File: src/hw/rtl/nmea_rx_pkg.sv
// Shared types, character codes and helpers for the NMEA sentence receiver.
// No dependencies; used by nmea_sentence_receiver.
`default_nettype none

package nmea_rx_pkg;

    localparam logic [7:0] CHAR_DOLLAR   = 8'h24;
    localparam logic [7:0] CHAR_NEWLINE  = 8'h0A;
    localparam logic [7:0] CHAR_ASTERISK = 8'h2A;
    localparam logic [7:0] CHAR_NUL      = 8'h00;
    localparam logic [7:0] MAX_LEN_RESET = 8'd100;

    typedef enum logic [1:0] {
        PH_HUNT   = 2'd0,
        PH_BODY   = 2'd1,
        PH_DIGITS = 2'd2,
        PH_TAIL   = 2'd3
    } phase_t;

    typedef enum logic [1:0] {
        ST_GOOD     = 2'd0,
        ST_MISMATCH = 2'd1,
        ST_MALFORM  = 2'd2,
        ST_OVERLEN  = 2'd3
    } status_t;

    typedef struct packed {
        logic       ok;
        logic [3:0] value;
    } hex_digit_t;

    // Decode one ASCII hex digit, upper or lower case.
    function automatic hex_digit_t hex_decode(input logic [7:0] c);
        hex_digit_t h;
        h.ok    = 1'b0;
        h.value = 4'd0;
        if (c inside {[8'h30:8'h39]}) begin
            h.ok    = 1'b1;
            h.value = c[3:0];
        end else if (c inside {[8'h41:8'h46], [8'h61:8'h66]}) begin
            h.ok    = 1'b1;
            h.value = c[3:0] + 4'd9;
        end
        return h;
    endfunction

endpackage

`default_nettype wire

File: src/hw/rtl/nmea_sentence_receiver.sv
// NMEA 0183 sentence receiver: framing, XOR checksum check and status.
// Depends on nmea_rx_pkg.
`default_nettype none

// Takes one received byte per transfer on the s_ channel and passes every
// sentence byte, from '$' through the closing newline, out on the m_ channel.
// A '$' always opens a new sentence (m_tuser first bit set); any sentence in
// progress is dropped. Bytes outside a sentence give no output transfer.
// Characters between '$' and '*' are XOR-folded; hex digits after '*' form
// the transmitted checksum, ended by the first non-hex byte. The byte that
// ends a sentence carries m_tlast and a status in m_tuser: 0 good,
// 1 checksum mismatch (or more than two significant digits), 2 malformed
// (no '*' before the newline, or a zero byte inside the sentence),
// 3 overlength. A sentence is abandoned with overlength on the first
// non-'$' byte that arrives once max_length bytes have been taken; that
// byte is passed with m_tlast. max_length is written through cfg_we and
// cfg_wdata and must only change while the block is idle.
// Timing: one byte per clock sustained while m_tready holds. A byte lands in an input
// register, the framing logic on it is combinational and the result goes to an output
// register, so each byte passes the input register and then the output register
// before m_tvalid shows it.
// Both registers advance together whenever the output register is empty or
// being drained, so back-to-back bytes flow with no bubbles.
module nmea_sentence_receiver (
    input  wire logic       aclk,
    input  wire logic       aresetn,
    // configuration
    input  wire logic       cfg_we,
    input  wire logic [7:0] cfg_wdata,     // max_length
    // received bytes
    input  wire logic       s_tvalid,
    output logic            s_tready,
    input  wire logic [7:0] s_tdata,       // [7:0] rx_byte
    // sentence bytes
    output logic            m_tvalid,
    input  wire logic       m_tready,
    output logic [7:0]      m_tdata,       // [7:0] out_byte
    output logic            m_tlast,       // last
    output logic [2:0]      m_tuser        // [0] first, [2:1] status
);

    // configuration register
    logic [7:0] max_len_reg;

    // input register
    logic       in_valid_reg;
    logic [7:0] in_byte_reg;

    // sentence state
    nmea_rx_pkg::phase_t phase_reg, phase_next;
    logic [7:0] xor_reg, xor_next;
    logic [7:0] sum_reg, sum_next;
    logic       too_big_reg, too_big_next;
    logic       malformed_reg, malformed_next;
    logic [7:0] count_reg, count_next;

    // output register
    logic       out_valid_reg;
    logic [7:0] out_byte_reg;
    logic       out_first_reg;
    logic       out_last_reg;
    nmea_rx_pkg::status_t out_status_reg;

    // result of the current byte
    logic       res_valid;
    logic       res_first;
    logic       res_last;
    nmea_rx_pkg::status_t res_status;

    logic advance;
    logic is_dollar;
    logic is_newline;
    logic over_len;
    nmea_rx_pkg::hex_digit_t digit;

    // Both stages move together when the output register can take a result.
    assign advance  = !out_valid_reg || m_tready;
    assign s_tready = advance;

    assign is_dollar  = (in_byte_reg == nmea_rx_pkg::CHAR_DOLLAR);
    assign is_newline = (in_byte_reg == nmea_rx_pkg::CHAR_NEWLINE);
    assign over_len   = (count_reg >= max_len_reg);
    assign digit      = nmea_rx_pkg::hex_decode(in_byte_reg);

    // Next sentence state.
    always_comb begin
        phase_next     = phase_reg;
        xor_next       = xor_reg;
        sum_next       = sum_reg;
        too_big_next   = too_big_reg;
        malformed_next = malformed_reg;
        count_next     = count_reg;
        if (is_dollar) begin
            phase_next     = nmea_rx_pkg::PH_BODY;
            xor_next       = 8'd0;
            sum_next       = 8'd0;
            too_big_next   = 1'b0;
            malformed_next = 1'b0;
            count_next     = 8'd1;
        end else if (phase_reg != nmea_rx_pkg::PH_HUNT) begin
            if (over_len) begin
                phase_next = nmea_rx_pkg::PH_HUNT;
            end else begin
                count_next = count_reg + 8'd1;
                if (in_byte_reg == nmea_rx_pkg::CHAR_NUL) begin
                    malformed_next = 1'b1;
                end
                if (is_newline) begin
                    phase_next = nmea_rx_pkg::PH_HUNT;
                end else begin
                    case (phase_reg)
                        nmea_rx_pkg::PH_BODY: begin
                            if (in_byte_reg == nmea_rx_pkg::CHAR_ASTERISK) begin
                                phase_next = nmea_rx_pkg::PH_DIGITS;
                            end else begin
                                xor_next = xor_reg ^ in_byte_reg;
                            end
                        end
                        nmea_rx_pkg::PH_DIGITS: begin
                            if (digit.ok) begin
                                if (sum_reg[7:4] != 4'd0) begin
                                    too_big_next = 1'b1;
                                end
                                sum_next = {sum_reg[3:0], digit.value};
                            end else begin
                                phase_next = nmea_rx_pkg::PH_TAIL;
                            end
                        end
                        default: begin
                        end
                    endcase
                end
            end
        end
    end

    // Result of the current byte.
    always_comb begin
        res_valid  = 1'b0;
        res_first  = 1'b0;
        res_last   = 1'b0;
        res_status = nmea_rx_pkg::ST_GOOD;
        if (is_dollar) begin
            res_valid = 1'b1;
            res_first = 1'b1;
        end else if (phase_reg != nmea_rx_pkg::PH_HUNT) begin
            res_valid = 1'b1;
            if (over_len) begin
                res_last   = 1'b1;
                res_status = nmea_rx_pkg::ST_OVERLEN;
            end else if (is_newline) begin
                res_last = 1'b1;
                if (malformed_reg || in_byte_reg == nmea_rx_pkg::CHAR_NUL
                        || phase_reg == nmea_rx_pkg::PH_BODY) begin
                    res_status = nmea_rx_pkg::ST_MALFORM;
                end else if (too_big_reg || xor_reg != sum_reg) begin
                    res_status = nmea_rx_pkg::ST_MISMATCH;
                end
            end
        end
    end

    always_ff @(posedge aclk) begin
        if (!aresetn) begin
            max_len_reg <= nmea_rx_pkg::MAX_LEN_RESET;
        end else if (cfg_we) begin
            max_len_reg <= cfg_wdata;
        end
    end

    // Hold the input byte and advance it together with the output register.
    always_ff @(posedge aclk) begin
        if (!aresetn) begin
            in_valid_reg <= 1'b0;
        end else if (advance) begin
            in_valid_reg <= s_tvalid;
        end
        if (advance && s_tvalid) begin
            in_byte_reg <= s_tdata;
        end
    end

    always_ff @(posedge aclk) begin
        if (!aresetn) begin
            phase_reg     <= nmea_rx_pkg::PH_HUNT;
            xor_reg       <= 8'd0;
            sum_reg       <= 8'd0;
            too_big_reg   <= 1'b0;
            malformed_reg <= 1'b0;
            count_reg     <= 8'd0;
        end else if (advance && in_valid_reg) begin
            phase_reg     <= phase_next;
            xor_reg       <= xor_next;
            sum_reg       <= sum_next;
            too_big_reg   <= too_big_next;
            malformed_reg <= malformed_next;
            count_reg     <= count_next;
        end
    end

    always_ff @(posedge aclk) begin
        if (!aresetn) begin
            out_valid_reg <= 1'b0;
        end else if (advance) begin
            out_valid_reg <= in_valid_reg && res_valid;
        end
        if (advance && in_valid_reg && res_valid) begin
            out_byte_reg   <= in_byte_reg;
            out_first_reg  <= res_first;
            out_last_reg   <= res_last;
            out_status_reg <= res_status;
        end
    end

    assign m_tvalid = out_valid_reg;
    assign m_tdata  = out_byte_reg;
    assign m_tlast  = out_last_reg;
    assign m_tuser  = {out_status_reg, out_first_reg};

    // A sentence start is always the dollar byte itself.
    assert property (@(posedge aclk) disable iff (!aresetn)
        (m_tvalid && m_tuser[0]) |-> (m_tdata == nmea_rx_pkg::CHAR_DOLLAR && !m_tlast))
        else $error("first mark on a byte other than dollar");

    // Status is zero on every byte that does not end a sentence.
    assert property (@(posedge aclk) disable iff (!aresetn)
        (m_tvalid && !m_tlast) |-> (m_tuser[2:1] == nmea_rx_pkg::ST_GOOD))
        else $error("nonzero status without last");

    // A sentence that ends without overlength ends on a newline.
    assert property (@(posedge aclk) disable iff (!aresetn)
        (m_tvalid && m_tlast && m_tuser[2:1] != nmea_rx_pkg::ST_OVERLEN)
            |-> (m_tdata == nmea_rx_pkg::CHAR_NEWLINE))
        else $error("sentence closed on a byte other than newline");

    // Once a sentence closes, the framer is back to hunting.
    assert property (@(posedge aclk) disable iff (!aresetn)
        (advance && in_valid_reg && res_last) |=> (phase_reg == nmea_rx_pkg::PH_HUNT))
        else $error("framer did not return to hunting after last byte");

endmodule

`default_nettype wire

File: config.mk
export PLATFORM = sky130hd
export DESIGN_NAME = nmea_sentence_receiver
export DESIGN_NICKNAME = d
export VERILOG_FILES = /design/src/hw/rtl/nmea_rx_pkg.sv /design/src/hw/rtl/nmea_sentence_receiver.sv
export SDC_FILE = /design/constraint.sdc
export NUM_CORES = 1
export LEC_CHECK = 0
export BUFFER_PORTS_ARGS = -buffer_cell sky130_fd_sc_hd__buf_2
export CAP_MARGIN = 20
export CORE_UTILIZATION = 60
export CTS_CLUSTER_DIAMETER = 120
export DETAILED_ROUTE_END_ITERATION = 6
export HOLD_SLACK_MARGIN = 0.12
export PLACE_DENSITY = 0.91
export REMOVE_ABC_BUFFERS = 1
export SLEW_MARGIN = 20
export SYNTH_ARGS = -nofsm -noshare
export SYNTH_HDL_FRONTEND = slang
export SYNTH_SLANG_ARGS = --single-unit
File: constraint.sdc
create_clock -name aclk -period 7.4 [get_ports aclk]
set_clock_uncertainty 0.05 [all_clocks]
set_input_delay 0.74 -clock aclk [delete_from_list [all_inputs] [get_ports aclk]]
set_output_delay 0.74 -clock aclk [all_outputs]
set_load 0.02 [all_outputs]
# Word level (Yosys, flattened, before mapping)
# Cells that the tools add are included.
dict set report word_totals {
  ff_bits 58
  in_bits 21
  output_inout_bits 14
  elab_cells 110
}
dict set report classes {
  addsub 2
  order_cmp 7
  n_eq_ne 11
  muxes 44
  bitwise_logic 2
  reduce_logical 30
}
# op count
set ops {}
lappend ops {{two-way mux 8 bit} 15}
lappend ops {{two-way mux 2 bit} 9}
lappend ops {{two-way mux 1 bit} 17}
lappend ops {{equality test 8 x 6 -> 1 bit, second input constant} 2}
lappend ops {{>= comparator 8 x 7 -> 1 bit, second input constant} 2}
lappend ops {{<= comparator 8 x 7 -> 1 bit, second input constant} 2}
lappend ops {{nonzero test 2 bit} 8}
lappend ops {{AND reduction 6 bit} 2}
lappend ops {{two-way mux 5 bit} 2}
lappend ops {{inequality test 5 bit, second input constant} 2}
lappend ops {{adder 8 x 1 -> 8 bit, second input constant} 1}
lappend ops {{equality test 8 x 4 -> 1 bit, second input constant} 1}
lappend ops {{>= comparator 8 x 6 -> 1 bit, second input constant} 1}
lappend ops {{>= comparator 8 bit} 1}
lappend ops {{<= comparator 8 x 6 -> 1 bit, second input constant} 1}
lappend ops {{logical NOT 8 bit} 1}
lappend ops {{inequality test 8 bit} 1}
lappend ops {{bitwise XOR 8 bit} 1}
lappend ops {{logical AND 1 bit} 7}
lappend ops {{AND reduction 7 bit} 1}
lappend ops {{inequality test 2 bit, second input constant} 3}
lappend ops {{AND reduction 5 bit} 1}
lappend ops {{nonzero test 5 bit} 1}
lappend ops {{adder 4 bit, second input constant} 1}
lappend ops {{other kinds (10)} 13}

# Depth between registers and ports, before layout
dict set report depth {
  word_depth 11
  ltp_mapped 10
  ltp_nobuf 9
}

# Worst setup path before layout
# Ideal clock, no wire load.
dict set report synth_timing {
  path_type {in2reg}
  startpoint {input port m_tready}
  endpoint {register count_reg[3]}
  setup_time_ns 0.069
  t_arrival_ns 2.386
  path_slack_ns 4.895
  cell_stages 8
  n_path_buf 1
  cell_sequence {nand2b_1 nand2_1 a21o_1 clkbuf_1 inv_2 nand4_1 or4_1 o21ai_1}
}
dict set report synth_via {
  elab_chain_cells 3
}
# element line_no
set synth_rtl {}
lappend synth_rtl {{from (decl)} nmea_sentence_receiver.sv:36} ;# input wire logic m_tready,
lappend synth_rtl {{logical OR 1 bit} nmea_sentence_receiver.sv:77} ;# assign advance = !out_valid_reg || m_tready;
lappend synth_rtl {{logical AND 1 bit} nmea_sentence_receiver.sv:191} ;# end else if (advance && in_valid_reg) begin
lappend synth_rtl {{AND reduction 3 bit (no line)} -}
lappend synth_rtl {{to (signal assigned)} nmea_sentence_receiver.sv:197} ;# count_reg <= count_next;
lappend synth_rtl {{to (decl)} nmea_sentence_receiver.sv:55} ;# logic [7:0] count_reg, count_next;
# No other way between the ends.
# A chain may end at the register's enable or synchronous reset.

# Worst setup path after layout
dict set report layout_timing {
  startpoint {register max_len_reg[7]}
  endpoint {register count_reg[7]}
}
dict set report layout_via {
  elab_chain_cells 3
}
# element line_no
set layout_rtl {}
lappend layout_rtl {{from (decl)} nmea_sentence_receiver.sv:43} ;# logic [7:0] max_len_reg;
lappend layout_rtl {{from (signal assigned)} nmea_sentence_receiver.sv:165} ;# max_len_reg <= nmea_rx_pkg::MAX_LEN_RESET;
lappend layout_rtl {{from (signal assigned)} nmea_sentence_receiver.sv:167} ;# max_len_reg <= cfg_wdata;
lappend layout_rtl {{>= comparator 8 bit} nmea_sentence_receiver.sv:82} ;# assign over_len = (count_reg >= max_len_reg);
lappend layout_rtl {{inequality test 2 bit (no line)} -}
lappend layout_rtl {{AND reduction 3 bit (no line)} -}
# No other way between the ends.

==> metrics.yaml <==
finish:
  antenna_cells: 0
  layout_commonest_cell: "dfxtp_1"
  drive_above_1_share_pct: 18.85
  fill_cells: 335
  final_nets: 342
  syn_to_final_growth_pct: 12.44
  layout_common_cells: "dfxtp_1 (38), buf_2 (34), nand2_1 (24)"
route:
  vias_per_cell: 6.247
  ant_nets: 0
  drt-initial-drc-count: 253
  drc_errors: 4
  wl_per_cell_um: 16.16
  drt-total-wl_um: 5897
  first_pass_iters: 7
  vias: 2280
worst_setup_path:
  worstSetupPathType: "reg2reg"
  required_ps: 7610
  r2r-start: "max_len_reg[7]$_SDFFE_PN0P_"
  arrival_ps: 2960
  r2r_cells: 7
  ff2ff_setup_slack_ps: 4660
  crit_end: "count_reg[7]$_SDFFE_PN0P_"
  crit_start: "max_len_reg[7]$_SDFFE_PN0P_"
  crit_path_end_kind: "register"
  crit_fanout: 14
  reg2reg_to: "count_reg[7]$_SDFFE_PN0P_"
  startpoint_type: "register"
cts:
  tritoncts: "built"
  clk_latency_ps: 350
  ctsHtreeMaxLevel: 3
  cts.sinks: 58
  postCtsSetupRepairBufs: 0
  cts.clk_slew.worst_paths_ps: 60
  cts_hold_buf: 0
  numCtsBuffers: 9
  clockBufferDepth: 2
  clock-root-buffer: "clkbuf_8"
  ctsResizeCount: 0
run_status:
  status: "finished, violations left"
  violations: "DRC"
synth:
  synth_area_sq_um: 2815
  async_reset_ff_share_pct: 0
  ys_warn_count: 0
  synth_area_per_cell_sq_um: 10.31
  synth_edf_count: 20
  ys_seq_area_share_pct: 48.36
  synth_top_cell_by_area: "dfxtp_1"
  ys.flop_type: "dfxtp_1"
  ys_top_cells_by_area: "dfxtp_1 (27%), edfxtp_1 (21%), ha_1 (5.8%), mux2i_1 (3.6%), xor2_1 (3.4%)"
  ys_ff_latch: 58
  synth_top_area_share_pct: 27.02
  synth.distinct_cells: 51
  synth_cells: 273
min_path:
  worstHoldPathType: "reg2reg"
sta:
  tns_ps: 0
  final-hold-violation-count: 0
  tightestPinTransition_ps: 841.4
  grt_setup_unrepaired: "no"
  relSlewSlack_pct: 43.91
  max_freq_mhz: 364.6
  fin_crit_sh_pct: 37.06
  maxSlewViolCount: 0
  setup-violations-final: 0
  fin_ws_ps: 4658
  period_needed_ps: 2742
power:
  seqPwrFrac_pct: 56.2
  vdd_ir_drop_max_uv: 126.1
  comb_power_share_pct: 5.0
  clkPwrFrac_pct: 38.7
  leakage_nw: 1.370
  powerDensity_nw_per_um2: 192.2
  intPower_uw: 463.6
  p_sw_share_pct: 23.82
  p_switching_uw: 145.0
global_routing:
  grt_usage_pct: 26.14
  grt_pass1_wl_um: 9749
  overflow: 0
  grt_max_degree: 31
  antenna_found_initial: 0
  grt_pass1_vias: 2160
floorplan:
  die-area_sq_um: 4970
  num_rows: 24
  die_x_um: 70.50
  die_y_um: 70.50
  boundaryPins: 35
  initial_core_util_pct: 63.34
  core-area_sq_um: 4444
place:
  numPortBuffers: 34
  gp_congestion: 0.8929
  hpwl_um: 4223
  post-place-ws_ps: 4719
flow_run:
  max_cap_violations: 0
[layer usage]
metal	GRT usage, %	up-vias	wire length, um
met5	0	-	0
met4	17.46	0	239
met3	8.081	22	413
met2	40.99	97	2735
met1	30.96	1078	2509
li1	-	1083	-
[synth_stat cells, types with 3 or more instances]
master    count
a21o_1        3
a21oi_1      11
a31oi_1       3
a32o_1        4
clkbuf_1      9
dfxtp_1      38
edfxtp_1     20
ha_1         13
inv_1        15
mux2i_1      10
nand2_1      24
nand2b_1      3
nand3_1       6
nand4_1      10
nor2_1       13
nor2b_1       9
nor3_1        3
nor4_1        4
o211a_1       3
o211ai_1      5
o21ai_0       8
o21ai_1       4
o31ai_1       3
or3_1         5
or4_1         5
xor2_1       11
[worst max-delay path: stages, from the launching register on]
cell and delay [ps]:
dfxtp_1 320, inv_1 40, ha_1 310, and3_1 230, a221oi_2 580, a21oi_1 410
or4_1 550, a21oi_1 160
[final cells by class]
cell class / count / area, sq um / area share (%)
flip-flops and latches: 58 / 1361 / 43.00
multi-input cells: 188 / 1353 / 42.73
repair buffers: 34 / 170.2 / 5.375
clock buffers: 10 / 127.6 / 4.032
well taps: 52 / 65.06 / 2.055
inverters: 17 / 63.81 / 2.016
clock inverters: 6 / 25.02 / 0.7905
[through the flow]
stage	area (sq um)	instances	hold WS [ps]	power, mW	util (%)
floorplan	2774	263	387.8	0.3645	-
finish	3166	365	437.3	0.6086	71.23
global placement	3009	349	410.5	0.3772	67.71
CTS	3162	365	439.7	0.6081	71.14
global route	3166	365	466.5	0.6272	71.23
detailed placement	3009	349	429.3	0.3791	67.71
[kinds of logic (layout without fill, tap and decap cells)]
kind of cell,after synthesis,after routing,synth area share (%)
AND/OR/NAND/NOR,94,94,18.49
AO/OA/AOI/OAI,58,58,15.96
flip-flops,58,58,48.36
buffers and inverters,27,67,3.733
adder cells (fa/ha/maj),13,13,5.778
XOR/XNOR,12,12,3.733
multiplexers,11,11,3.956
[power by group through the flow]
| stage | sequential, mW | clock [mW] | combinational [mW] |
|---|---|---|---|
| 2_1_floorplan | 0.346 | 0 | 0.0180 |
| 3_3_place_gp | 0.349 | 0 | 0.0286 |
| 3_5_place_dp | 0.349 | 0 | 0.0301 |
| 4_1_cts | 0.342 | 0.236 | 0.0305 |
| 5_1_grt | 0.343 | 0.250 | 0.0341 |
| 6_report | 0.342 | 0.236 | 0.0307 |
[worst min-delay path by stage]
stage	startpoint	end	slack, ps	cells after the start
after floorplan	too_big_reg$_SDFFE_PN0P_	too_big_reg$_SDFFE_PN0P_	390	2
after global placement	malformed_reg$_SDFFE_PN0P_	malformed_reg$_SDFFE_PN0P_	410	1
after detailed placement	malformed_reg$_SDFFE_PN0P_	malformed_reg$_SDFFE_PN0P_	430	1
after CTS	too_big_reg$_SDFFE_PN0P_	too_big_reg$_SDFFE_PN0P_	440	2
after global routing	malformed_reg$_SDFFE_PN0P_	malformed_reg$_SDFFE_PN0P_	470	1
final	max_len_reg[6]$_SDFFE_PN1P_	max_len_reg[6]$_SDFFE_PN1P_	440	2
Power figures use the tool's default switching activity.
